$ cat config.mk
export PLATFORM = sky130hd
export DESIGN_NAME = sb5_out_queue
export DESIGN_NICKNAME = d
export VERILOG_FILES = /design/src/rtl/sb5_pkg.sv /design/src/rtl/sb5_out_queue.sv
export SDC_FILE = /design/constraint.sdc
export NUM_CORES = 1
export LEC_CHECK = 0
export ABC_AREA = 0
export BUFFER_PORTS_ARGS = -buffer_cell sky130_fd_sc_hd__buf_2
export CAP_MARGIN = 15
export CELL_PAD_IN_SITES_DETAIL_PLACEMENT = 1
export CELL_PAD_IN_SITES_GLOBAL_PLACEMENT = 1
export CORE_ASPECT_RATIO = 0.8
export CORE_MARGIN = 10
export CORE_UTILIZATION = 53
export DETAILED_ROUTE_END_ITERATION = 10
export PLACE_DENSITY = 0.75
export SYNTH_ARGS = -nofsm -noshare
export SYNTH_HDL_FRONTEND = slang
export SYNTH_SLANG_ARGS = --single-unit
$ cat constraint.sdc
create_clock -name clock -period 7.65 [get_ports clock]
set_clock_uncertainty 0.1 [all_clocks]
set_input_delay 1.53 -clock clock [delete_from_list [all_inputs] [get_ports clock]]
set_output_delay 1.53 -clock clock [all_outputs]
set_load 0.005 [all_outputs]
$ cat src/rtl/sb5_pkg.sv
// shared types, constants and tap arithmetic for the separable 5x5 blur
// no dependencies
`default_nettype none

package sb5_pkg;

   localparam int MAX_WIDTH   = 2048;
   localparam int COL_W       = $clog2(MAX_WIDTH);
   localparam int ROW_W       = 12;
   localparam int WIDTH_W     = 12;
   localparam int HEIGHT_W    = 13;
   localparam int PIX_W       = 24;
   localparam int SLOTS       = 4;
   localparam int MAX_RES     = 4;
   localparam int RES_CNT_W   = 3;
   localparam int QUEUE_DEPTH = 4;
   localparam int QPTR_W      = 2;
   localparam int QCNT_W      = 3;
   localparam int ADDR_W      = 3;
   localparam int DATA_W      = 32;

   localparam logic [WIDTH_W-1:0]  MIN_WIDTH   = 12'd5;
   localparam logic [WIDTH_W-1:0]  CAP_WIDTH   = WIDTH_W'(MAX_WIDTH);
   localparam logic [HEIGHT_W-1:0] MIN_HEIGHT  = 13'd5;
   localparam logic [HEIGHT_W-1:0] CAP_HEIGHT  = 13'd4096;
   localparam logic [WIDTH_W-1:0]  RESET_WIDTH = 12'd640;
   localparam logic [HEIGHT_W-1:0] RESET_HEIGHT = 13'd480;

   localparam logic REG_WIDTH  = 1'b0;
   localparam logic REG_HEIGHT = 1'b1;

   typedef logic [PIX_W-1:0] pix_type;

   typedef struct packed {
      logic [7:0] in_red;
      logic [7:0] in_green;
      logic [7:0] in_blue;
   } req_type;

   typedef struct packed {
      logic [7:0]       out_blue;
      logic [7:0]       out_green;
      logic [7:0]       out_red;
      logic [ROW_W-1:0] pixel_row;
      logic [COL_W-1:0] pixel_col;
      logic             run_last;
   } rsp_type;

   typedef struct packed {
      pix_type          pix;
      logic [ROW_W-1:0] row;
      logic [COL_W-1:0] col;
   } res_type;

   typedef struct packed {
      logic [RES_CNT_W-1:0]       count;
      res_type [MAX_RES-1:0]      slot;
   } bundle_type;

   typedef struct packed {
      logic [COL_W-1:0] x;
      logic [ROW_W-1:0] r;
      logic             a_en;
      logic             b_en;
      logic             lo;
      logic             mid;
      logic             hi;
   } pos_type;

   function automatic logic [7:0] div10(input logic [11:0] s);
      logic [23:0] prod;
      prod = {12'b0, s} * 24'd3277;
      return prod[22:15];
   endfunction

   function automatic pix_type tap5(input pix_type [4:0] p);
      pix_type     res;
      logic [11:0] s;
      res = '0;
      for (int ch = 0; ch < 3; ch++) begin
         s = {4'b0, p[0][8*ch +: 8]} + {3'b0, p[1][8*ch +: 8], 1'b0}
           + {2'b0, p[2][8*ch +: 8], 2'b0} + {3'b0, p[3][8*ch +: 8], 1'b0}
           + {4'b0, p[4][8*ch +: 8]};
         res[8*ch +: 8] = div10(s);
      end
      return res;
   endfunction

endpackage

`default_nettype wire

$ cat src/rtl/sb5_out_queue.sv
// result queue of per-pixel bundles, drained one word per cycle while rsp_stall is low
// depends on sb5_pkg
`default_nettype none

module sb5_out_queue (
   input  wire logic                       clock,
   input  wire logic                       reset,
   input  wire logic                       push,
   input  wire sb5_pkg::bundle_type        push_data,
   output logic [sb5_pkg::QCNT_W-1:0]      count,
   output logic                            rsp_valid,
   input  wire logic                       rsp_stall,
   output sb5_pkg::rsp_type                rsp_data
);

   sb5_pkg::bundle_type             entry_ff [sb5_pkg::QUEUE_DEPTH];
   logic [sb5_pkg::QPTR_W-1:0]      wp_ff, wp_in;
   logic [sb5_pkg::QPTR_W-1:0]      rp_ff, rp_in;
   logic [sb5_pkg::QCNT_W-1:0]      cnt_ff, cnt_in;
   logic [1:0]                      idx_ff, idx_in;
   sb5_pkg::bundle_type             head;
   sb5_pkg::res_type                cur;
   logic                            last;
   logic                            pop_word;
   logic                            pop_bundle;

   assign head       = entry_ff[rp_ff];
   assign cur        = head.slot[idx_ff];
   assign last       = ({1'b0, idx_ff} == head.count - 3'd1);
   assign rsp_valid  = (cnt_ff != '0);
   assign pop_word   = rsp_valid && !rsp_stall;
   assign pop_bundle = pop_word && last;
   assign count      = cnt_ff;

   always_comb begin
      rsp_data.out_blue  = cur.pix[7:0];
      rsp_data.out_green = cur.pix[15:8];
      rsp_data.out_red   = cur.pix[23:16];
      rsp_data.pixel_row = cur.row;
      rsp_data.pixel_col = cur.col;
      rsp_data.run_last  = last;
   end

   always_comb begin
      wp_in  = push ? wp_ff + 2'd1 : wp_ff;
      rp_in  = pop_bundle ? rp_ff + 2'd1 : rp_ff;
      cnt_in = cnt_ff + {2'b0, push} - {2'b0, pop_bundle};
      priority if (pop_bundle) begin
         idx_in = '0;
      end else if (pop_word) begin
         idx_in = idx_ff + 2'd1;
      end else begin
         idx_in = idx_ff;
      end
   end

   always_ff @(posedge clock) begin
      if (reset) begin
         wp_ff  <= '0;
         rp_ff  <= '0;
         cnt_ff <= '0;
         idx_ff <= '0;
      end else begin
         wp_ff  <= wp_in;
         rp_ff  <= rp_in;
         cnt_ff <= cnt_in;
         idx_ff <= idx_in;
      end
   end

   always_ff @(posedge clock) begin
      if (push) begin
         entry_ff[wp_ff] <= push_data;
      end
   end

endmodule

`default_nettype wire

==> flow_summary.yaml <==
logic_synthesis:
  synthSimpleGateAreaFrac_pct: 0.513
  synth_xor_area_share_pct: 0.265
  synth.area.mux_share_pct: 18.5
  synth_top_family_by_area: "multiplexers"
  synth_edf_count: 764
  synthCells: 1125
  synthArstFlopShare_pct: 0
  syn-num-nets: 1328
  synth_compound_area_share_pct: 0.0770
  syn_area_mm2: 0.0293
  synth_seq_cells: 775
  synth_cell_types: 29
  ys.flop_type: "edfxtp_1"
  synth_seq_area_share_pct: 79.2
  ys_warn_count: 0
  syn_area_per_cell_um2: 26.0
  synth_fa_ha_area_share_pct: 0.368
route:
  drt_pre_antenna_iters: 5
  drtIter0Drc: 1099
  wl_per_cell_um: 27.9
  vias: 12900
  wl_mm: 60.8
  drcViolationCount: 0
  via_per_inst: 5.91
  drtAntennaViolNets: 0
critical_path:
  cp-start-kind: "flip-flop"
  max_stage_delay_ps: 700
  crit_fanout: 41
  path_common_cell: "mux4_2"
  worst_ep_arrival_time_ps: 3160
  worstPathRequired_ps: 6020
  path_cells: "buf_4, mux4_2, mux4_2, buf_2"
  cp_slowest_cell: "buf_4"
  crit_path_end_kind: "output pin"
  path_class: "flip-flop to output pin"
grt:
  grt_pass1_vias: 14200
  overflow: 0
  grt_pass1_wl_mm: 92.2
  grt_util_all_layers_pct: 19.0
  antenna_found_initial: 24
  grt_max_degree: 111
timing:
  rsz0062_at_grt: "no"
  min_period_over_period_pct: 62.6
  fin_ws_ps: 2860
  tns_ps: 0
  tightest_slew_ps: 1100
  setup_viol: 0
  layout_min_cycle_time_ps: 4790
  relSlewSlack_pct: 26.7
  finalHoldViolCount: 0
  fmax_mhz: 209
  slew_viol_final: 0
cells_and_area:
  syn_to_final_growth_pct: 15.5
  layout-drive-gt1-share_pct: 41.7
  layout.nets: 1611
clocking:
  root_buffer: "clkbuf_16"
  clkSinkCount: 775
  cts_setup_buffers: 0
  path_clk_slew_ps: 60
  htree_num_levels: 3
  clk_path_buf_depth: 3
  ctsResizeCount: 0
  clock_latency_ps: 600
  cts_tree: "yes"
  ctsHoldBuffers: 0
  cts_buffers: 75
placed_design:
  routabilityCongestion: 0.728
  hpwl_mm: 35.5
  portBuffers: 246
  dp_worst_setup_slack_ps: 3190
power_and_ir_drop:
  p_leak_nw: 10.8
  seqPwrFrac_pct: 52.3
  power_switching_mw: 2.02
  clkPwrFrac_pct: 39.0
  p_int_mw: 7.51
  irDropWorstVdd_mv: 0.228
  swShare_pct: 21.2
  power_density_mw_per_mm2: 282
  total_power_mw: 9.52
  combinationalPowerShare_pct: 8.8
die:
  chipHeight_um: 230
  initial_core_util_pct: 54.0
  die_w_um: 283
  die-area_mm2: 0.0651
  io_pins: 247
  row_count: 76
  design.core.area_mm2: 0.0542
worst_hold_path:
  hold_path.class: "flip-flop to flip-flop"
outcome:
  status: "finished, final reports clean"
run:
  cap_viol_max_count: 0
-- critical path, delay by kind of cell, from the launching register on --
family	cells	cell delay [ps]
muxes	2	1100
buffers and inverters	2	850
DFF	1	530
-- flip-flops by register name (all words and copies together) (netlist names), named ones only --
signal    count
entry_ff    764
rp_ff         2
count         3
wp_ff         2
idx_ff        2
-- worst paths after layout --
path | slack, ps | end | depth (start not counted) | from
setup / recovery | 2860 | rsp_data[19] | 4 | flip-flop
hold / removal | 470 | wp_ff[1] | 2 | wp_ff[1]
setup reg to reg | 3890 | count[2] | 13 | flip-flop
hold reg to reg | 470 | wp_ff[1] | 2 | wp_ff[1]
-- routing by layer --
layer  GRT usage [%]  wire, um
met4            5.00      1290
met5               0       159
met1            24.5     24500
met3            5.57      4110
met2            31.3     30800
-- power groups by stage --
stage	sequential, mW	combinational (mW)	clock [mW]
final	4.98	0.835	3.71
after global routing	5.00	0.910	3.96
after CTS	4.98	0.855	3.79
after detailed placement	5.07	0.850	0
after global placement	5.06	0.831	0
after floorplan	5.04	0.550	0
-- layout by cell type, fill, tap and decap left out, drive strengths merged, types with 2 or more instances in the layout --
master	n
and2	4
buf	261
bufinv	10
clkbuf	94
clkinv	23
clkinvlp	3
dfxtp	11
diode	13
edfxtp	764
ha	7
inv	9
mux2	3
mux4	238
nand2	4
nor2	8
nor2b	3
nor3	2
xnor2	5
xor2	3
-- area by class of cell --
class                           instances  area, um^2
Sequential cell                       775       23200
Fill cell                            4316       20400
Multi-Input combinational cell        287        5770
Clock buffer                           94        2010
Timing Repair Buffer                  261        1440
Tap cell                              702         878
Clock inverter                         37         443
Antenna cell                           13        32.5
Inverter                                8        30.0
-- synth_stat cells (2+ instances only) --
cell type | number | share of area, %
edfxtp_1 | 764 | 78
nor2_1 | 8 | 0.10
mux2_1 | 3 | 0.12
ha_1 | 7 | 0.30
nor2b_1 | 3 | 0.064
buf_4 | 11 | 0.28
nor3_1 | 2 | 0.034
inv_1 | 8 | 0.10
dfxtp_1 | 11 | 0.75
clkbuf_1 | 15 | 0.19
nand2_1 | 4 | 0.051
xnor2_1 | 4 | 0.12
buf_2 | 20 | 0.34
xor2_1 | 3 | 0.090
and2_1 | 4 | 0.086
buf_1 | 5 | 0.064
mux4_2 | 238 | 18
buf_6 | 4 | 0.15
-- cell families after synthesis --
| kind of cell | Yosys count |
|---|---|
| XOR/XNOR | 8 |
| AND/OR/NAND/NOR | 26 |
| AO/OA/AOI/OAI | 3 |
| multiplexers | 242 |
| buffers and inverters | 63 |
| flip-flops | 775 |
| adder cells (fa/ha/maj) | 8 |
-- per-stage QoR --
stage / area [um^2] / cells / hold WS (ps) / util (%)
2_1_floorplan: 29300 / 1125 / 414 / -
3_3_place_gp: 31300 / 2032 / 433 / 57.7
3_5_place_dp: 31300 / 2032 / 455 / 57.7
4_1_cts: 33700 / 2163 / 469 / 62.2
5_1_grt: 33800 / 2166 / 504 / 62.3
6_report: 33800 / 2177 / 465 / 62.3
Power figures use the tool's default switching activity.
