<file path="config.mk">
export PLATFORM = sky130hd
export DESIGN_NAME = sb5_cell
export DESIGN_NICKNAME = d
export VERILOG_FILES = /design/src/rtl/sb5_pkg.sv /design/src/rtl/sb5_cell.sv
export SDC_FILE = /design/constraint.sdc
export NUM_CORES = 1
export LEC_CHECK = 0
export ABC_AREA = 1
export BUFFER_PORTS_ARGS = -buffer_cell sky130_fd_sc_hd__buf_2
export CAP_MARGIN = 20
export CELL_PAD_IN_SITES_DETAIL_PLACEMENT = 0
export CELL_PAD_IN_SITES_GLOBAL_PLACEMENT = 1
export CORE_UTILIZATION = 29
export CTS_CLUSTER_SIZE = 30
export DETAILED_ROUTE_END_ITERATION = 10
export PLACE_DENSITY_LB_ADDON = 0.1
export SYNTH_ARGS = -nofsm -noshare
export SYNTH_HDL_FRONTEND = slang
export SYNTH_SLANG_ARGS = --single-unit
</file>
<file path="constraint.sdc">
create_clock -name clock -period 0.8 [get_ports clock]
set_clock_uncertainty 0.1 [all_clocks]
set_input_delay 0.08 -clock clock [delete_from_list [all_inputs] [get_ports clock]]
set_output_delay 0.08 -clock clock [all_outputs]
set_load 0.02 [all_outputs]
</file>
<file path="src/rtl/sb5_pkg.sv">
// shared types, constants and tap arithmetic for the separable 5x5 blur
// no dependencies
`default_nettype none

package sb5_pkg;

   localparam int MAX_WIDTH   = 2048;
   localparam int COL_W       = $clog2(MAX_WIDTH);
   localparam int ROW_W       = 12;
   localparam int WIDTH_W     = 12;
   localparam int HEIGHT_W    = 13;
   localparam int PIX_W       = 24;
   localparam int SLOTS       = 4;
   localparam int MAX_RES     = 4;
   localparam int RES_CNT_W   = 3;
   localparam int QUEUE_DEPTH = 4;
   localparam int QPTR_W      = 2;
   localparam int QCNT_W      = 3;
   localparam int ADDR_W      = 3;
   localparam int DATA_W      = 32;

   localparam logic [WIDTH_W-1:0]  MIN_WIDTH   = 12'd5;
   localparam logic [WIDTH_W-1:0]  CAP_WIDTH   = WIDTH_W'(MAX_WIDTH);
   localparam logic [HEIGHT_W-1:0] MIN_HEIGHT  = 13'd5;
   localparam logic [HEIGHT_W-1:0] CAP_HEIGHT  = 13'd4096;
   localparam logic [WIDTH_W-1:0]  RESET_WIDTH = 12'd640;
   localparam logic [HEIGHT_W-1:0] RESET_HEIGHT = 13'd480;

   localparam logic REG_WIDTH  = 1'b0;
   localparam logic REG_HEIGHT = 1'b1;

   typedef logic [PIX_W-1:0] pix_type;

   typedef struct packed {
      logic [7:0] in_red;
      logic [7:0] in_green;
      logic [7:0] in_blue;
   } req_type;

   typedef struct packed {
      logic [7:0]       out_blue;
      logic [7:0]       out_green;
      logic [7:0]       out_red;
      logic [ROW_W-1:0] pixel_row;
      logic [COL_W-1:0] pixel_col;
      logic             run_last;
   } rsp_type;

   typedef struct packed {
      pix_type          pix;
      logic [ROW_W-1:0] row;
      logic [COL_W-1:0] col;
   } res_type;

   typedef struct packed {
      logic [RES_CNT_W-1:0]       count;
      res_type [MAX_RES-1:0]      slot;
   } bundle_type;

   typedef struct packed {
      logic [COL_W-1:0] x;
      logic [ROW_W-1:0] r;
      logic             a_en;
      logic             b_en;
      logic             lo;
      logic             mid;
      logic             hi;
   } pos_type;

   function automatic logic [7:0] div10(input logic [11:0] s);
      logic [23:0] prod;
      prod = {12'b0, s} * 24'd3277;
      return prod[22:15];
   endfunction

   function automatic pix_type tap5(input pix_type [4:0] p);
      pix_type     res;
      logic [11:0] s;
      res = '0;
      for (int ch = 0; ch < 3; ch++) begin
         s = {4'b0, p[0][8*ch +: 8]} + {3'b0, p[1][8*ch +: 8], 1'b0}
           + {2'b0, p[2][8*ch +: 8], 2'b0} + {3'b0, p[3][8*ch +: 8], 1'b0}
           + {4'b0, p[4][8*ch +: 8]};
         res[8*ch +: 8] = div10(s);
      end
      return res;
   endfunction

endpackage

`default_nettype wire

</file>
<file path="src/rtl/sb5_cell.sv">
// one tap cell of the horizontal windows: vertical result and raw pixel
// depends on sb5_pkg
`default_nettype none

module sb5_cell (
   input  wire logic             clock,
   input  wire logic             shift_en,
   input  wire sb5_pkg::pix_type a_in,
   input  wire sb5_pkg::pix_type b_in,
   output sb5_pkg::pix_type      a_out,
   output sb5_pkg::pix_type      b_out
);

   sb5_pkg::pix_type a_ff;
   sb5_pkg::pix_type b_ff;

   always_ff @(posedge clock) begin
      if (shift_en) begin
         a_ff <= a_in;
         b_ff <= b_in;
      end
   end

   assign a_out = a_ff;
   assign b_out = b_ff;

endmodule

`default_nettype wire

</file>
==> run metrics, run 1 <==
Num CTS Buffers 5; actual slew at the worst max-slew pin 124 ps; slew margin rel. 0.917; depth of the CTS H-tree 2; synthesized area per cell 30.0 um^2; DRT Wirelength 3.26 mm; Cell Count, Final, Fillers Out 271; overall routing resource usage 0.127; Syn-to-layout area delta 94.3%; share of cells above drive strength 1 0.515; Routed Antenna Nets 0; startpoint types register; Yosys warning total 0; Worst path depth 1; post-layout utilization of the core 0.589; io pins 98; placed cells 215; Hold WS 139 ps; Slowest-stage cell, CP edfxtp_1; fin crit share 1.27; GPL Wtd Cong 0.637; drt wl/cell 12.0 um; Tmin final 1020 ps; area of the die 0.00526 mm^2; initial antenna violation count 0; Netlist cell types 1; DRT iter0 DRCs 42; Seq/Total Area, Yosys 1.00; largest net degree at the start of global routing 23; crit path kind reg -> out; WP buf/inv 1; total number of vias 1025; failing checks setup timing; n_diodes 0; #FFs+latches synth 48; CP Cell Sequence buf_6; worst hold path depth 2; Tot Pwr 5320 uW; Max Fanout on Critical Path 1; Max stage delay on crit path 400 ps; Root Buffer Master clkbuf_8; Max Slew Vio Count 0; CP endpoint kind output pin; grt total ovfl 0; final hold violation count 0; Data arrival, critical path 840 ps; RSZ-0062 raised after global routing true; Port-buffer cells 97; Reg area 0.00144 mm^2; cells after synthesis 48; Peak VDD IR 1.42 mV; final setup vio count 48; clock tree buffer depth 2; Worst EP required 620 ps; Lkg Pwr 0.00118 uW; syn_nets 98; die height 72.5 um; multi-input logic area 0 um^2; CP top delay family flip-flops; #MultiIn Comb 0; CORE AREA 0.00475 mm^2; Detail Placement HPWL 2.08 mm; clock slew at reported path FFs 80 ps; setup bufs post-CTS 0; Hold Path Class in -> reg; Final WS setup -217 ps; first drt pass iteration count 3; pwr/cell area 1900 mW/mm^2; max frequency 0.983 GHz; Die X 72.5 um; Max-cap violations 0; Post-Syn Area 0.00144 mm^2; DRC viols 0; CTS tree done; fillcell total 400; clk sinks 48; status finished, violations left; starting density of the core 0.303; first-pass GRT wire length 4.75 mm; setup TNS -9470 ps; row count 25; Total Nets Final 253; DR vias/cell 3.78; number of global-route vias before repair 1072
==> kinds of logic (layout without fill, tap and decap cells) <==
group	count (synthesis)	after routing	share of synthesized area
buffers and inverters	0	156	0
flip-flops	48	48	1.00
==> cells in the final DEF (no fill, tap or decap), drive strengths merged <==
cell type / n
edfxtp: 48
dlygate4sd3: 48
clkinv: 1
clkbuf: 7
buf: 100
==> layer usage <==
metal / routed length [um] / GRT usage / vias to the layer above
li1: - / - / 502
met4: 33 / 0.0523 / 0
met5: 0 / 0 / -
met1: 1220 / 0.137 / 458
met3: 320 / 0.0694 / 4
met2: 1680 / 0.207 / 61
==> state kept, by name (all words and copies together), names as in the netlist <==
name	flops
a_out	24
b_out	24
==> where the power goes <==
group / total (uW) / leakage [uW] / switching, uW / internal [uW]
Combinational: 942 / 0.000667 / 428 / 514
Clock: 1320 / 0.0000399 / 708 / 609
Sequential: 3060 / 0.000470 / 69.8 / 2990
Total: 5320 / 0.00118 / 1210 / 4110
==> through the flow <==
step / setup slack (ps) / area [um^2]
final: -217 / 2800
after CTS: -234 / 2650
after floorplan: 171 / 1440
after global routing: -268 / 2800
after detailed placement: -26.0 / 2060
after global placement: -17.1 / 2060
==> worst paths after layout <==
path	start	end
worst min-delay path	shift_en	a_out[0]
worst max-delay path	b_out[22]	b_out[22]
==> layout make-up <==
cell class | count | share of cell area
repair buffers | 148 | 0.427
clock buffers | 7 | 0.0273
clock inverters | 1 | 0.00134
flip-flops and latches | 48 | 0.515
well taps | 67 | 0.0299
==> cells in the mapped netlist <==
master | instances | area [um^2]
edfxtp_1 | 48 | 1440
==> timing repair <==
item	4_1_cts	5_1_grt
hold endpoints to repair	48	0
gates resized for setup	10	48
hold buffers	48	0
setup endpoints to repair	48	48
pin swaps	0	0
Note: power is estimated with default switching activity, not from simulation.
==> inputs of run 2 (changes only) <==
- RECOVER_POWER: default -> 100
==> run 2 against run 1 <==
  * The run still ends with setup timing left
  * Setup slack about the same
  * First-iteration DRC count rose by 17%
  * Fmax hardly changed
  * Count of clock-buffer cells in the layout unchanged
  * Routed wire length fell by 1.0%
  * Combinational power decreased by 2.4%
  * Sequential share of layout area increased by 0.65 points
  * Non-clock buffer count unchanged
  * Sequential cell count did not move
  * Sequential power is essentially flat
  * Core utilization shrank 0.74 points
==> run metrics, run 2 (synthesized netlist as in run 1, its figures left out) <==
starting density of the core 0.303 (unchanged); io pins 98 (unchanged); die height 72.5 um (unchanged); slew margin rel. 0.710 (-0.207); Max Slew Vio Count 0 (unchanged); Die X 72.5 um (unchanged); largest net degree at the start of global routing 23 (unchanged); Slowest-stage cell, CP edfxtp_1; Port-buffer cells 97 (unchanged); share of cells above drive strength 1 0.495 (-0.0196); Max-cap violations 0 (unchanged); drt wl/cell 11.9 um (-1.0%); placed cells 215 (unchanged); fillcell total 405 (+1.3%); Max Fanout on Critical Path 1 (unchanged); failing checks setup timing; n_diodes 0 (unchanged); clock slew at reported path FFs 80 ps (about the same); first drt pass iteration count 3 (unchanged); Worst EP required 620 ps (about the same); CTS tree done; CORE AREA 0.00475 mm^2 (unchanged); clock tree buffer depth 2 (unchanged); Hold WS 217 ps (+78.7 ps); crit path kind reg -> out; Hold EP a_out[12]; Tmin final 1020 ps (+0.0300 ps); CP Cell Sequence buf_6; pwr/cell area 1910 mW/mm^2 (+0.80%); Peak VDD IR 1.42 mV (about the same); DRC viols 0 (unchanged); Max stage delay on crit path 400 ps (about the same); total number of vias 1030 (+0.49%); Hold Path Class in -> reg; actual slew at the worst max-slew pin 435 ps (+311 ps); RSZ-0062 raised after global routing true; area of the die 0.00526 mm^2 (unchanged); Final WS setup -217 ps (-0.0300 ps); Detail Placement HPWL 2.08 mm (unchanged); grt total ovfl 0 (unchanged); fin crit share 1.27 (about the same); max frequency 0.983 GHz (about the same); worst hold path depth 2 (unchanged); GPL Wtd Cong 0.637 (unchanged); final hold violation count 0 (unchanged); number of global-route vias before repair 1072 (unchanged); commonest non-fill, non-tap cell in the layout buf_2; DR vias/cell 3.80 (+0.49%); initial antenna violation count 0 (unchanged); multi-input logic area 0 um^2 (unchanged); Worst path depth 1 (unchanged); CP top delay family flip-flops; CP endpoint kind output pin; #MultiIn Comb 0 (unchanged); row count 25 (unchanged); Data arrival, critical path 840 ps (about the same); WP buf/inv 1 (unchanged); overall routing resource usage 0.127 (unchanged); commonest non-fill, non-tap cells in the layout buf_2, edfxtp_1, dlygate4sd3_1; Lkg Pwr 0.00115 uW (-1.9%); Num CTS Buffers 5 (unchanged); Syn-to-layout area delta 91.8%; DRT Wirelength 3.23 mm (-1.0%); status finished, violations left; first-pass GRT wire length 4.75 mm (unchanged); Hold Crit Start shift_en; Total Nets Final 253 (unchanged); Root Buffer Master clkbuf_8; DRT iter0 DRCs 49 (+17%); final setup vio count 48 (unchanged); Routed Antenna Nets 0 (unchanged); depth of the CTS H-tree 2 (unchanged); Cell Count, Final, Fillers Out 271 (unchanged); startpoint types register; setup bufs post-CTS 0 (unchanged); clk sinks 48 (unchanged)
[run 2: power breakdown]
group / switching, uW / total (uW) / leakage [uW] / internal [uW]
logic: 424 / 919 / 0.000645 / 495
clock network: 706 / 1310 / 0.0000399 / 609
registers: 69.6 / 3060 / 0.000470 / 2990
total: 1200 / 5290 / 0.00115 / 4090
[run 2: layout make-up]
type,count,area [um^2],share of cell area
clock buffers,7,76.3,0.0276
well taps,67,83.8,0.0303
flip-flops and latches,48,1440,0.521
repair buffers,148,1160,0.419
clock inverters,1,3.75,0.00136
[run 2: worst max-delay path by stage]
stage	startpoint	endpoint
4_1_cts	a_out[17]	a_out[17]
5_1_grt	b_out[9]	b_out[9]
2_1_floorplan	a_out[0]	a_out[0]
3_5_place_dp	shift_en	a_out[15]
6_report	b_out[22]	b_out[22]
3_3_place_gp	shift_en	a_out[16]
[run 2: metal layers]
| metal | vias to the layer above | global-route usage | part of all wire |
|---|---|---|---|
| li1 | 502 | - | - |
| met1 | 463 | 0.137 | 0.37 |
| met2 | 61 | 0.207 | 0.52 |
| met3 | 4 | 0.0694 | 0.10 |
| met4 | 0 | 0.0523 | 0.010 |
| met5 | - | 0 | 0 |
[run 2: timing repair]
| action | 4_1_cts | 5_1_grt |
|---|---|---|
| gates cloned | 0 | 0 |
| setup endpoints to repair | 48 | 48 |
| hold endpoints to repair | 48 | 0 |
| hold buffers | 48 | 0 |
| resized for setup | 10 | 48 |
[run 2: stage by stage]
stage	setup TNS [ps]	total power [uW]	setup WS (ps)	util	instance area (um^2)
final	-9450	5290	-217	0.582	2770
after global routing	-11500	5530	-268	0.582	2770
after CTS	-10090	5250	-234	0.557	2650
after detailed placement	-776	3720	-26.0	0.433	2060
after global placement	-506	3710	-17.1	0.433	2060
after floorplan	0	3360	171	-	1440
==> inputs of run 3 (changes only) <==
- CELL_PAD_IN_SITES_DETAIL_PLACEMENT: 0 -> default
- CELL_PAD_IN_SITES_GLOBAL_PLACEMENT: 1 -> default
- CORE_UTILIZATION: 29 -> 36
- PLACE_DENSITY: default -> 0.74
- PLACE_DENSITY_LB_ADDON: 0.1 -> default
==> run 3 against run 2 <==
  * The run still ends with setup timing left
  * Critical path depth stayed put
  * Final cell count decreased by 7.4%
  * Count of clock-buffer cells in the layout stayed put
  * Non-clock buffer count shrank 1
  * Critical path type unchanged
  * Largest cell class unchanged
==> run metrics, run 3 (synthesized netlist as in run 1, its figures left out) <==
final setup vio count 51 (+6.3%); pre-CTS setup slack -40.6 ps (-14.6 ps); clk sinks 48 (unchanged); Num CTS Buffers 5 (unchanged); fin crit share 1.31 (+0.0367); #MultiIn Comb 0 (unchanged); CP endpoint kind output pin; first-pass GRT wire length 5.15 mm (+8.6%); Max Fanout on Critical Path 1 (unchanged); setup TNS -9660 ps (-208 ps); max frequency 0.956 GHz (-2.8%); Hold Path Class in -> reg; area of the die 0.00426 mm^2 (-19%); WP buf/inv 1 (unchanged); GPL Wtd Cong 0.723 (+14%); CORE AREA 0.00374 mm^2 (-21%); row count 22 (-12%); pwr/cell area 1920 mW/mm^2 (about the same); Peak VDD IR 1.29 mV (-9.1%); grt total ovfl 0 (unchanged); DRT Wirelength 3.59 mm (+11%); Cell Count, Final, Fillers Out 251 (-7.4%); Syn-to-layout area delta 92.7%; first drt pass iteration count 4 (+1); status finished, violations left; Port-buffer cells 97 (unchanged); number of global-route vias before repair 1106 (+3.2%); total number of vias 1039 (+0.87%); CP top delay family flip-flops; RSZ-0062 raised after global routing true; WL met2 1.99 mm (+18%); commonest non-fill, non-tap cell in the layout buf_2; Max Slew Vio Count 0 (unchanged); Lkg Pwr 0.00117 uW (+1.5%); Routed met3 length 315 um (-2.5%); Die X 65.3 um (-10%); Root Buffer Master clkbuf_8; Max-cap violations 0 (unchanged); drt wl/cell 14.3 um (+20%); commonest non-fill, non-tap cells in the layout buf_2, edfxtp_1, dlygate4sd3_1; starting density of the core 0.385 (+0.0819); Max stage delay on crit path 420 ps (+20 ps); Met1 Wirelength 1.23 mm (+3.2%); Data arrival, critical path 870 ps (+30 ps); largest net degree at the start of global routing 31 (+35%); placed cells 195 (-9.3%); Routed Antenna Nets 0 (unchanged); startpoint types register; Final WS setup -247 ps (-29.4 ps); clock slew at reported path FFs 80 ps (about the same); DRC viols 0 (unchanged); overall routing resource usage 0.176 (+0.0495); clock tree buffer depth 2 (unchanged); crit path kind reg -> out; share of cells above drive strength 1 0.507 (+0.0123); die height 65.3 um (-10%); slew margin rel. 0.711 (+0.000775); design area 0.00278 mm^2 (+0.45%); CP Cell Sequence buf_6; Worst EP required 620 ps (about the same); failing checks setup timing; Slowest-stage cell, CP edfxtp_1; Placed Area 0.00203 mm^2 (-1.5%); Total Nets Final 252 (-0.40%); final hold violation count 0 (unchanged); io pins 98 (unchanged); Tmin final 1050 ps (+29.4 ps); multi-input logic area 0 um^2 (unchanged); actual slew at the worst max-slew pin 434 ps (-1.16 ps); depth of the CTS H-tree 2 (unchanged); n_diodes 0 (unchanged); Tot Pwr 5320 uW (+0.55%); DRT iter0 DRCs 59 (+20%); CTS tree done; initial antenna violation count 0 (unchanged); Max Used Layer met4; DR vias/cell 4.14 (+8.9%)
run 3: layout make-up:
cell class            count  area, um^2
Clock buffer              7        76.3
Clock inverter            1        3.75
Fill cell               253         966
Sequential cell          48        1440
Tap cell                 48        60.1
Timing Repair Buffer    147        1200
run 3: worst paths after layout:
kind | to | depth (start not counted) | start | slack (ps)
hold / removal | b_out[13] | 2 | b_in[13] | 140
setup / recovery | b_out[11] | 1 | b_out[11] | -250
run 3: per-stage QoR:
stage                     hold slack [ps]   util
after CTS                             110  0.708
final                                 142  0.742
after global placement                157  0.541
after floorplan                      78.9      -
after detailed placement              158  0.541
after global routing                  147  0.742
run 3: repair_timing:
item	CTS	global route
setup buffers	0	0
setup endpoints to repair	48	49
endpoints found under the hold margin	48	0
hold buffers	48	0
resized for setup	20	51
run 3: power breakdown:
part | total [uW] | switching [uW] | internal, uW | leakage, uW
Sequential | 3070 | 80.5 | 2990 | 0.000470
Clock | 1290 | 686 | 608 | 0.0000399
Combinational | 955 | 432 | 523 | 0.000662
run 3: routing by layer:
layer / GRT usage / vias to the layer above
li1: - / 501
met1: 0.177 / 466
met2: 0.312 / 66
met3: 0.0729 / 6
met4: 0.0842 / 0
met5: 0 / -
